--- config.mk ---
export PLATFORM = sky130hd
export DESIGN_NAME = segment_quadtree_cell_fit_unit
export DESIGN_NICKNAME = d
export VERILOG_FILES = /design/src/sqcf_pkg.sv /design/src/segment_quadtree_cell_fit_unit.sv /design/src/sqcf_div.sv /design/src/sqcf_ctrl.sv /design/src/sqcf_dp.sv
export SDC_FILE = /design/constraint.sdc
export NUM_CORES = 2
export LEC_CHECK = 0
export BUFFER_PORTS_ARGS = -buffer_cell sky130_fd_sc_hd__buf_2
export CORE_MARGIN = 2
export CORE_UTILIZATION = 45
export CTS_CLUSTER_SIZE = 20
export DETAILED_ROUTE_END_ITERATION = 6
export PLACE_DENSITY = 0.58
export SETUP_SLACK_MARGIN = 0.05
export SYNTH_ARGS = -nofsm -noshare
export SYNTH_HDL_FRONTEND = slang
export SYNTH_HIERARCHICAL = 1
export SYNTH_SLANG_ARGS = --single-unit
--- constraint.sdc ---
create_clock -name clk -period 15.7 [get_ports clk]
set_clock_uncertainty 0.1 [all_clocks]
set_input_delay 2.355 -clock clk [delete_from_list [all_inputs] [get_ports clk]]
set_output_delay 2.355 -clock clk [all_outputs]
set_load 0.05 [all_outputs]
--- src/sqcf_pkg.sv ---
// shared types and constants for the segment quadtree cell fit unit
// controller state, command and status groups, config image, codes
// no dependencies
package sqcf_pkg;

  localparam int DW = 34;

  localparam int CFG_IW = 3;
  localparam logic [CFG_IW-1:0] REG_LAT_LOW  = 3'd0;
  localparam logic [CFG_IW-1:0] REG_LAT_HIGH = 3'd1;
  localparam logic [CFG_IW-1:0] REG_LON_LOW  = 3'd2;
  localparam logic [CFG_IW-1:0] REG_LON_HIGH = 3'd3;

  localparam logic [30:0] LAT_LOW_RST  = 31'(-900000000);
  localparam logic [30:0] LAT_HIGH_RST = 31'(900000000);
  localparam logic [31:0] LON_LOW_RST  = 32'(-1800000000);
  localparam logic [31:0] LON_HIGH_RST = 32'(1800000000);

  localparam logic [1:0] FIT_BOTH = 2'd0;
  localparam logic [1:0] FIT_ONE  = 2'd1;
  localparam logic [1:0] FIT_NONE = 2'd2;

  typedef enum logic [2:0] {
    S_IDLE,
    S_SETUP,
    S_DIV,
    S_SEL,
    S_ANC,
    S_FIN
  } state_t;

  typedef struct packed {
    logic load_in;
    logic setup;
    logic div_step;
    logic sel;
    logic anc_shift;
    logic load_out;
  } cmd_t;

  typedef struct packed {
    logic box_ok;
    logic start_cov;
    logic end_cov;
    logic anc_equal;
  } sts_t;

  typedef struct packed {
    logic [30:0] lat_low;
    logic [30:0] lat_high;
    logic [31:0] lon_low;
    logic [31:0] lon_high;
  } cfg_t;

endpackage

--- src/segment_quadtree_cell_fit_unit.sv ---
// top level of the segment quadtree cell fit unit: config registers, controller, datapath
// depends on sqcf_pkg, sqcf_ctrl, sqcf_dp
//
// Takes one segment beat (start and end latitude/longitude) and returns one result beat with
// the smallest quadtree cell of the 2^LOG_G grid holding both covered endpoints: its side count,
// morton code (row bits odd), row, column and a fit status. One segment is in flight at a time.
// A segment with an endpoint outside the box, or a bad box, goes from setup, the divider steps
// and the select state straight to the finish state; with both endpoints covered it first runs
// the ancestor search until both endpoints share a cell. The time is set by the four restoring
// divider lanes that produce one quotient bit per cycle and the shift loop that compares and
// halves row and column once a cycle. A finished result waits in the finish state while the
// output register stays full and stalled. The output register holds a finished
// result while the next segment is accepted. Config writes are taken at any time but belong in
// idle periods; cfg_ready is always high.
module segment_quadtree_cell_fit_unit #(
  parameter int LOG_G = 10
) (
  input  logic                          clk,
  input  logic                          rst_n,
  input  logic                          in_valid,
  output logic                          in_stall,
  input  logic [30:0]                   in_start_lat,
  input  logic [31:0]                   in_start_lon,
  input  logic [30:0]                   in_end_lat,
  input  logic [31:0]                   in_end_lon,
  output logic                          out_valid,
  input  logic                          out_stall,
  output logic [10:0]                   out_cells_per_side,
  output logic [19:0]                   out_cell_code,
  output logic [9:0]                    out_cell_row,
  output logic [9:0]                    out_cell_col,
  output logic [1:0]                    out_fit_status,
  input  logic                          cfg_valid,
  output logic                          cfg_ready,
  input  logic [sqcf_pkg::CFG_IW-1:0]   cfg_index,
  input  logic [31:0]                   cfg_data
);
  import sqcf_pkg::*;

  cfg_t cfg_r, cfg_nxt;
  cmd_t cmd;
  sts_t sts;

  assign cfg_ready = 1'b1;

  always_comb begin
    cfg_nxt = cfg_r;
    if (cfg_valid) begin
      unique case (cfg_index)
        REG_LAT_LOW:  cfg_nxt.lat_low  = cfg_data[30:0];
        REG_LAT_HIGH: cfg_nxt.lat_high = cfg_data[30:0];
        REG_LON_LOW:  cfg_nxt.lon_low  = cfg_data;
        REG_LON_HIGH: cfg_nxt.lon_high = cfg_data;
        default:      cfg_nxt = cfg_r;
      endcase
    end
  end

  always_ff @(posedge clk) begin
    if (!rst_n) begin
      cfg_r.lat_low  <= LAT_LOW_RST;
      cfg_r.lat_high <= LAT_HIGH_RST;
      cfg_r.lon_low  <= LON_LOW_RST;
      cfg_r.lon_high <= LON_HIGH_RST;
    end else begin
      cfg_r <= cfg_nxt;
    end
  end

  sqcf_ctrl #(.LOG_G(LOG_G)) u_ctrl (
    .clk       (clk),
    .rst_n     (rst_n),
    .in_valid  (in_valid),
    .in_stall  (in_stall),
    .out_valid (out_valid),
    .out_stall (out_stall),
    .sts       (sts),
    .cmd       (cmd)
  );

  sqcf_dp #(.LOG_G(LOG_G)) u_dp (
    .clk                (clk),
    .cmd                (cmd),
    .cfg                (cfg_r),
    .in_start_lat       (in_start_lat),
    .in_start_lon       (in_start_lon),
    .in_end_lat         (in_end_lat),
    .in_end_lon         (in_end_lon),
    .sts                (sts),
    .out_cells_per_side (out_cells_per_side),
    .out_cell_code      (out_cell_code),
    .out_cell_row       (out_cell_row),
    .out_cell_col       (out_cell_col),
    .out_fit_status     (out_fit_status)
  );

  a_none_zero : assert property (@(posedge clk) disable iff (!rst_n)
    out_valid && out_fit_status == FIT_NONE |->
      out_cells_per_side == 11'd0 && out_cell_code == 20'd0
      && out_cell_row == 10'd0 && out_cell_col == 10'd0)
    else $error("unusable segment produced a nonzero cell");

endmodule

--- src/sqcf_div.sv ---
// restoring divider lane, one quotient bit per step
// gives floor(num * 2^LOG_G / den), clamped to all ones when the point sits on the upper bound
// depends on sqcf_pkg
module sqcf_div #(
  parameter int LOG_G = 10
) (
  input  logic                      clk,
  input  logic                      load,
  input  logic                      step,
  input  logic [sqcf_pkg::DW-1:0]   num,
  input  logic [sqcf_pkg::DW-1:0]   den,
  input  logic                      at_top,
  output logic [LOG_G-1:0]          quo
);
  import sqcf_pkg::*;

  logic [DW-1:0]    rem_r;
  logic [DW-1:0]    den_r;
  logic [LOG_G-1:0] q_r;
  logic             top_r;
  logic [DW-1:0]    trial;
  logic             ge;
  logic [LOG_G:0]   q_sh;

  assign trial = {rem_r[DW-2:0], 1'b0};
  assign ge    = trial >= den_r;
  assign q_sh  = {q_r, ge};
  assign quo   = top_r ? {LOG_G{1'b1}} : q_r;

  always_ff @(posedge clk) begin
    if (load) begin
      rem_r <= num;
      den_r <= den;
      q_r   <= '0;
      top_r <= at_top;
    end else if (step) begin
      rem_r <= ge ? trial - den_r : trial;
      q_r   <= q_sh[LOG_G-1:0];
    end
  end

endmodule

--- src/sqcf_ctrl.sv ---
// controller for the cell fit unit: sequencing of setup, division, ancestor search, output
// drives command group, reads status group and both channel handshakes
// depends on sqcf_pkg
module sqcf_ctrl #(
  parameter int LOG_G = 10
) (
  input  logic           clk,
  input  logic           rst_n,
  input  logic           in_valid,
  output logic           in_stall,
  output logic           out_valid,
  input  logic           out_stall,
  input  sqcf_pkg::sts_t sts,
  output sqcf_pkg::cmd_t cmd
);
  import sqcf_pkg::*;

  localparam int CW = $clog2(LOG_G + 1);

  state_t        state_r, state_nxt;
  logic [CW-1:0] cnt_r, cnt_nxt;
  logic          out_valid_r, out_valid_nxt;
  logic          div_last;
  logic          slot_free;

  assign div_last  = cnt_r == CW'(LOG_G - 1);
  assign slot_free = !out_valid_r || !out_stall;

  always_comb begin
    state_nxt = state_r;
    unique case (state_r)
      S_IDLE:  if (in_valid) state_nxt = S_SETUP;
      S_SETUP: state_nxt = S_DIV;
      S_DIV:   if (div_last) state_nxt = S_SEL;
      S_SEL: begin
        if (sts.box_ok && sts.start_cov && sts.end_cov) state_nxt = S_ANC;
        else state_nxt = S_FIN;
      end
      S_ANC:   if (sts.anc_equal) state_nxt = S_FIN;
      S_FIN:   if (slot_free) state_nxt = S_IDLE;
      default: state_nxt = S_IDLE;
    endcase
  end

  always_comb begin
    cmd       = '0;
    in_stall  = 1'b1;
    cnt_nxt   = cnt_r;
    unique case (state_r)
      S_IDLE: begin
        in_stall    = 1'b0;
        cmd.load_in = in_valid;
      end
      S_SETUP: begin
        cmd.setup = 1'b1;
        cnt_nxt   = '0;
      end
      S_DIV: begin
        cmd.div_step = 1'b1;
        cnt_nxt      = cnt_r + 1'b1;
      end
      S_SEL:   cmd.sel = 1'b1;
      S_ANC:   cmd.anc_shift = !sts.anc_equal;
      S_FIN:   cmd.load_out = slot_free;
      default: cmd = '0;
    endcase
  end

  always_comb begin
    out_valid_nxt = out_valid_r;
    if (cmd.load_out) out_valid_nxt = 1'b1;
    else if (!out_stall) out_valid_nxt = 1'b0;
  end

  assign out_valid = out_valid_r;

  always_ff @(posedge clk) begin
    if (!rst_n) begin
      state_r     <= S_IDLE;
      cnt_r       <= '0;
      out_valid_r <= 1'b0;
    end else begin
      state_r     <= state_nxt;
      cnt_r       <= cnt_nxt;
      out_valid_r <= out_valid_nxt;
    end
  end

  a_accept_setup : assert property (@(posedge clk) disable iff (!rst_n)
    in_valid && !in_stall |=> state_r == S_SETUP)
    else $error("accepted beat did not start setup");

  a_div_len : assert property (@(posedge clk) disable iff (!rst_n)
    state_r == S_DIV && div_last |=> state_r == S_SEL)
    else $error("division did not end after LOG_G steps");

  a_fin_out : assert property (@(posedge clk) disable iff (!rst_n)
    state_r == S_FIN && !out_valid_r |=> out_valid_r && state_r == S_IDLE)
    else $error("result not presented from an empty output slot");

endmodule

--- src/sqcf_dp.sv ---
// datapath for the cell fit unit: input latch, coverage tests, four divider lanes,
// ancestor shift registers, morton interleave and output register
// depends on sqcf_pkg and sqcf_div
module sqcf_dp #(
  parameter int LOG_G = 10
) (
  input  logic           clk,
  input  sqcf_pkg::cmd_t cmd,
  input  sqcf_pkg::cfg_t cfg,
  input  logic [30:0]    in_start_lat,
  input  logic [31:0]    in_start_lon,
  input  logic [30:0]    in_end_lat,
  input  logic [31:0]    in_end_lon,
  output sqcf_pkg::sts_t sts,
  output logic [10:0]    out_cells_per_side,
  output logic [19:0]    out_cell_code,
  output logic [9:0]     out_cell_row,
  output logic [9:0]     out_cell_col,
  output logic [1:0]     out_fit_status
);
  import sqcf_pkg::*;

  logic [30:0] slat_r, elat_r;
  logic [31:0] slon_r, elon_r;

  logic [DW-1:0] x_slat, x_elat, x_slon, x_elon;
  logic [DW-1:0] x_lat_lo, x_lat_hi, x_lon_lo, x_lon_hi;
  logic [DW-1:0] d_slat, d_elat, d_slon, d_elon, den_lat, den_lon;
  logic          box_ok, s_cov, e_cov;
  logic          box_ok_r, sc_r, ec_r;

  logic [LOG_G-1:0] q_sr, q_sc, q_er, q_ec;
  logic [LOG_G-1:0] ar0_r, ac0_r, ar1_r, ac1_r;
  logic [LOG_G:0]   side_r;

  logic [2*LOG_G-1:0] code;
  logic [LOG_G+11:0]  side_ext;
  logic [2*LOG_G+19:0] code_ext;
  logic [LOG_G+9:0]   row_ext, col_ext;
  logic               usable;
  logic [1:0]         fit;

  always_ff @(posedge clk) begin
    if (cmd.load_in) begin
      slat_r <= in_start_lat;
      slon_r <= in_start_lon;
      elat_r <= in_end_lat;
      elon_r <= in_end_lon;
    end
  end

  assign x_slat   = {{(DW-31){slat_r[30]}}, slat_r};
  assign x_elat   = {{(DW-31){elat_r[30]}}, elat_r};
  assign x_slon   = {{(DW-32){slon_r[31]}}, slon_r};
  assign x_elon   = {{(DW-32){elon_r[31]}}, elon_r};
  assign x_lat_lo = {{(DW-31){cfg.lat_low[30]}}, cfg.lat_low};
  assign x_lat_hi = {{(DW-31){cfg.lat_high[30]}}, cfg.lat_high};
  assign x_lon_lo = {{(DW-32){cfg.lon_low[31]}}, cfg.lon_low};
  assign x_lon_hi = {{(DW-32){cfg.lon_high[31]}}, cfg.lon_high};

  assign d_slat  = x_slat - x_lat_lo;
  assign d_elat  = x_elat - x_lat_lo;
  assign d_slon  = x_slon - x_lon_lo;
  assign d_elon  = x_elon - x_lon_lo;
  assign den_lat = x_lat_hi - x_lat_lo;
  assign den_lon = x_lon_hi - x_lon_lo;

  assign box_ok = $signed(cfg.lat_high) > $signed(cfg.lat_low)
               && $signed(cfg.lon_high) > $signed(cfg.lon_low);
  assign s_cov  = $signed(slat_r) >= $signed(cfg.lat_low)
               && $signed(slat_r) <= $signed(cfg.lat_high)
               && $signed(slon_r) >= $signed(cfg.lon_low)
               && $signed(slon_r) <= $signed(cfg.lon_high);
  assign e_cov  = $signed(elat_r) >= $signed(cfg.lat_low)
               && $signed(elat_r) <= $signed(cfg.lat_high)
               && $signed(elon_r) >= $signed(cfg.lon_low)
               && $signed(elon_r) <= $signed(cfg.lon_high);

  always_ff @(posedge clk) begin
    if (cmd.setup) begin
      box_ok_r <= box_ok;
      sc_r     <= s_cov;
      ec_r     <= e_cov;
    end
  end

  sqcf_div #(.LOG_G(LOG_G)) u_div_sr (
    .clk(clk), .load(cmd.setup), .step(cmd.div_step),
    .num(d_slat), .den(den_lat), .at_top(slat_r == cfg.lat_high), .quo(q_sr)
  );
  sqcf_div #(.LOG_G(LOG_G)) u_div_sc (
    .clk(clk), .load(cmd.setup), .step(cmd.div_step),
    .num(d_slon), .den(den_lon), .at_top(slon_r == cfg.lon_high), .quo(q_sc)
  );
  sqcf_div #(.LOG_G(LOG_G)) u_div_er (
    .clk(clk), .load(cmd.setup), .step(cmd.div_step),
    .num(d_elat), .den(den_lat), .at_top(elat_r == cfg.lat_high), .quo(q_er)
  );
  sqcf_div #(.LOG_G(LOG_G)) u_div_ec (
    .clk(clk), .load(cmd.setup), .step(cmd.div_step),
    .num(d_elon), .den(den_lon), .at_top(elon_r == cfg.lon_high), .quo(q_ec)
  );

  // slot 0 carries the reported cell, slot 1 the end point for the ancestor search
  always_ff @(posedge clk) begin
    if (cmd.sel) begin
      ar0_r  <= sc_r ? q_sr : q_er;
      ac0_r  <= sc_r ? q_sc : q_ec;
      ar1_r  <= q_er;
      ac1_r  <= q_ec;
      side_r <= {1'b1, {LOG_G{1'b0}}};
    end else if (cmd.anc_shift) begin
      ar0_r  <= ar0_r >> 1;
      ac0_r  <= ac0_r >> 1;
      ar1_r  <= ar1_r >> 1;
      ac1_r  <= ac1_r >> 1;
      side_r <= side_r >> 1;
    end
  end

  assign sts.box_ok    = box_ok_r;
  assign sts.start_cov = sc_r;
  assign sts.end_cov   = ec_r;
  assign sts.anc_equal = (ar0_r == ar1_r) && (ac0_r == ac1_r);

  always_comb begin
    code = '0;
    for (int i = 0; i < LOG_G; i++) begin
      code[2*i+1] = ar0_r[i];
      code[2*i]   = ac0_r[i];
    end
  end

  assign usable   = box_ok_r && (sc_r || ec_r);
  assign fit      = !usable ? FIT_NONE : ((sc_r && ec_r) ? FIT_BOTH : FIT_ONE);
  assign side_ext = {11'b0, side_r};
  assign code_ext = {20'b0, code};
  assign row_ext  = {10'b0, ar0_r};
  assign col_ext  = {10'b0, ac0_r};

  always_ff @(posedge clk) begin
    if (cmd.load_out) begin
      out_fit_status     <= fit;
      out_cells_per_side <= usable ? side_ext[10:0] : 11'd0;
      out_cell_code      <= usable ? code_ext[19:0] : 20'd0;
      out_cell_row       <= usable ? row_ext[9:0] : 10'd0;
      out_cell_col       <= usable ? col_ext[9:0] : 10'd0;
    end
  end

endmodule

==> summary.md <==
| Metric | Value |
|---|---|
| DRT antenna net count | `0` |
| Vias in the first global route | `35262` |
| Post-route clock period utilization | `28.65%` |
| Clk buf depth | `3` |
| CP arrival | `4730 ps` |
| Setup_tns | `0 ps` |
| RePlAce Congestion | `0.9722` |
| Most frequent cells in the layout | `474 x edfxtp_1, 459 x ha_1, 396 x nand2_1, 372 x inv_1, 364 x a21oi_1` |
| Vias | `37620` |
| GRT overflow | `0` |
| Post-synth EDFFs | `474` |
| Num CTS Buffers | `81` |
| Post-CTS setup repair buffer count | `0` |
| Post-Route WL | `146900 um` |
| Initial antenna violation count | `6` |
| Pwr Density | `199.5 nW/um^2` |
| Relative slew margins | `22.92%` |
| Clock Latency Late Sink | `670 ps` |
| FF-to-FF setup slack | `11200 ps` |
| Highest achievable clock rate | `222.3 MHz` |
| Initial Utilization | `45.41%` |
| Io pins | `222` |
| CP Launch Type | `flop` |
| Total GRT Usage | `26.84%` |
| CP Capture Point | `u_dp/u_div_sr/den_r[32]$_DFFE_PP_` |
| Port Buffers | `220` |
| RSZ-0062 raised after global routing | `no` |
| Most common cell after layout, fill and taps aside | `edfxtp_1` |
| Post-synthesis simple-gate area fraction | `14.95%` |
| Clock transition at path regs | `60 ps` |
| Critical path launch point | `cfg_r[96]$_SDFFE_PN0P_` |
| Reg-to-Reg Start | `cfg_r[96]$_SDFFE_PN0P_` |
| Hold_buf cts | `0` |
| Syn Nets | `5536` |
| Final nets | `5694` |
| Clock Sinks | `659` |
| Max_cap viols | `0` |
| Hold Fails Final Rpt | `0` |
| Worst R2R End | `u_dp/u_div_sr/den_r[32]$_DFFE_PP_` |
| Setup WS pre-CTS | `11240 ps` |
| Distinct cells, synth | `104` |
| CP Max Fanout | `6` |
| Register area | `17940 sq um` |
| Root Buffer | `clkbuf_16` |
| H-tree levels | `3` |
| Hold_ws | `352.9 ps` |
| Status | `complete, no violations` |
| Setup crit end kind | `flop` |
| DRC Markers | `0` |
| Layout cells sized above 1 | `11.16%` |
| Vias per inst | `5.778` |
| Post-synthesis sequential area ratio | `38.17%` |
| Design area | `52060 sq um` |
| Placed wire-length estimate | `116200 um` |
| PostCTS Resize Cnt | `0` |
| CP max-delay cell | `a21oi_1` |
| Async SR Flop Fraction | `0%` |
| CTS tree | `yes` |
| Hold WC Path Type | `flop to flop` |
| Static leakage | `22.05 nW` |
| Peak supply drop | `0.0001388 V` |
| Worst-Margin Slew | `1146 ps` |
| Synth Area in XOR/XNOR | `5.087%` |
| WP data required | `15930 ps` |
| Die area | `107000 sq um` |
| #FFs+latches synth | `659` |
| Power consumption | `10.39 mW` |
| Placed instance area | `49260 sq um` |
| Syn Area/Cell | `9.590 sq um` |
| Synth Flop Type | `edfxtp_1` |
| Synth Area in Adders | `12.65%` |
| Mux cell area share after synthesis | `6.959%` |
| Number of fill cells | `9690` |
| Reg2reg path depth | `11` |
| Final setup margin | `11200 ps` |
| Crit-path cells | `inv_1 > ha_1 > nor2b_1 > o31ai_1 > a311oi_1 > o31ai_1 > a31oi_1 > o31a_1 > a31oi_1 > o21bai_1 > a21oi_1` |
| Maximum number of pins on one net before global-route repair | `127` |
| Mapped cell area | `47000 sq um` |
| Syn Inst Count | `4901` |
| DR pass1 iterations | `6` |
| Post-synthesis compound-gate area fraction | `17.38%` |
| Largest family of logic cells by synthesized area | `compound AO/OA/AOI/OAI gates` |
| Minimum clock period | `4498 ps` |
| Final Max Tran Viols | `0` |
| DRT iter0 DRCs | `3500` |
| Overall die width | `327.2 um` |
| Row cnt | `118` |
| Area occupied by multi-input gates | `26850 sq um` |
| Drt wl/cell | `22.57 um` |
| CP peak stage delay | `720 ps` |
| Layout overhead on the synthesized area | `10.77%` |
| DIE HEIGHT | `327.2 um` |
| First-pass GRT wire length | `219300 um` |
| CP Class | `flop to flop` |
| Final setup fails | `0` |
| YS warnings | `6` |
| Core box area | `103500 sq um` |
## logic make-up (layout without fill, tap and decap cells)
family                   count (synthesis)  in the layout
adder cells (fa/ha/maj)                469            469
flip-flops                             659            659
buffers and inverters                  549            774
other                                    1              6
multiplexers                           315            315
AO/OA/AOI/OAI                         1222           1222
AND/OR/NAND/NOR                       1413           1413
XOR/XNOR                               273            273
## through the flow
| stage | utilization, % | std cells |
|---|---|---|
| after floorplan | - | 4901 |
| after global placement | 47.59 | 6356 |
| after detailed placement | 47.59 | 6356 |
| after CTS | 50.29 | 6506 |
| after global routing | 50.29 | 6506 |
| final | 50.30 | 6511 |
## state kept, by name (all words and copies together), names as in the netlist, 33 cells and up
register	count
u_dp/u_div_er/den_r	34
u_dp/u_div_sr/rem_r	33
cfg_r	126
u_dp/u_div_sc/den_r	34
u_dp/u_div_ec/rem_r	33
u_dp/u_div_er/rem_r	33
u_dp/u_div_sr/den_r	34
u_dp/u_div_ec/den_r	34
u_dp/u_div_sc/rem_r	33
## report_power, final
part | total, mW | leakage [nW] | internal (mW) | switching [mW]
combinational | 5.48 | 14.8 | 2.17 | 3.32
sequential | 2.92 | 5.90 | 2.62 | 0.301
clock | 1.98 | 1.36 | 1.18 | 0.793
total | 10.4 | 22.0 | 5.98 | 4.41
## worst max-delay path, delay by kind of cell (launching register included)
family | cells | cell delay (ps)
buffers and inverters | 1 | 150
AND/OR/NAND/NOR | 1 | 160
AO/OA/AOI/OAI | 8 | 2930
adder cells (fa/ha/maj) | 1 | 320
flip-flops | 1 | 480
## how the worst min path moves through the flow
| stage | cells after the start | to | from |
|---|---|---|---|
| floorplan | 2 | cfg_r[100]$_SDFFE_PN0P_ | cfg_r[100]$_SDFFE_PN0P_ |
| global placement | 2 | cfg_r[61]$_SDFFE_PN0P_ | cfg_r[61]$_SDFFE_PN0P_ |
| detailed placement | 2 | cfg_r[100]$_SDFFE_PN0P_ | cfg_r[100]$_SDFFE_PN0P_ |
| CTS | 2 | cfg_r[100]$_SDFFE_PN0P_ | cfg_r[100]$_SDFFE_PN0P_ |
| global route | 2 | cfg_r[48]$_SDFFE_PN0P_ | cfg_r[48]$_SDFFE_PN0P_ |
| finish | 2 | cfg_r[100]$_SDFFE_PN0P_ | cfg_r[100]$_SDFFE_PN0P_ |
## layer usage
metal	wire, um	GRT usage (%)	vias to the layer above
li1	-	-	18213
met4	3585	6.512	4
met3	10530	4.408	196
met2	62590	40.41	1268
met5	23	0	-
met1	70190	39.95	17939
## final cells by class
class / instances / share of cell area (%)
Antenna cell: 5 / 0.02403
Clock buffer: 112 / 4.454
Clock inverter: 38 / 0.9013
Inverter: 376 / 2.726
Multi-Input combinational cell: 3693 / 51.57
Sequential cell: 659 / 34.46
Tap cell: 1380 / 3.317
Timing Repair Buffer: 248 / 2.555
## Yosys cell counts, types with 14 or more instances
cell type / number / area, sq um
a2bb2oi_1: 14 / 122.6
nor3_1: 73 / 365.4
a221o_1: 28 / 280.3
o21ai_0: 202 / 1011
nor2b_1: 129 / 807.0
a211oi_1: 45 / 337.8
buf_2: 28 / 140.1
nand2_1: 396 / 1486
a21oi_1: 364 / 1822
or3_1: 23 / 143.9
mux2i_1: 221 / 2212
or2_2: 52 / 325.3
edfxtp_1: 474 / 14230
nor4_1: 17 / 106.4
and2_1: 55 / 344.1
buf_4: 36 / 270.3
clkbuf_1: 95 / 356.6
a21o_1: 193 / 1449
o21bai_1: 43 / 322.8
mux2_2: 91 / 1025
xnor2_1: 167 / 1463
dfxtp_1: 185 / 3704
inv_1: 373 / 1400
ha_1: 459 / 5743
o211ai_1: 15 / 112.6
a31oi_1: 54 / 337.8
or4_1: 15 / 112.6
o31ai_1: 29 / 217.7
nand3_1: 93 / 465.5
nor2_1: 331 / 1242
and3_1: 38 / 237.7
o2111ai_1: 14 / 122.6
o31a_1: 16 / 140.1
o21a_1: 66 / 495.5
xor2_1: 106 / 928.4
nand2b_1: 33 / 206.5
nor3b_1: 21 / 157.7
nand4_1: 83 / 519.3
No activity file was read; power rests on OpenSTA's default activity.
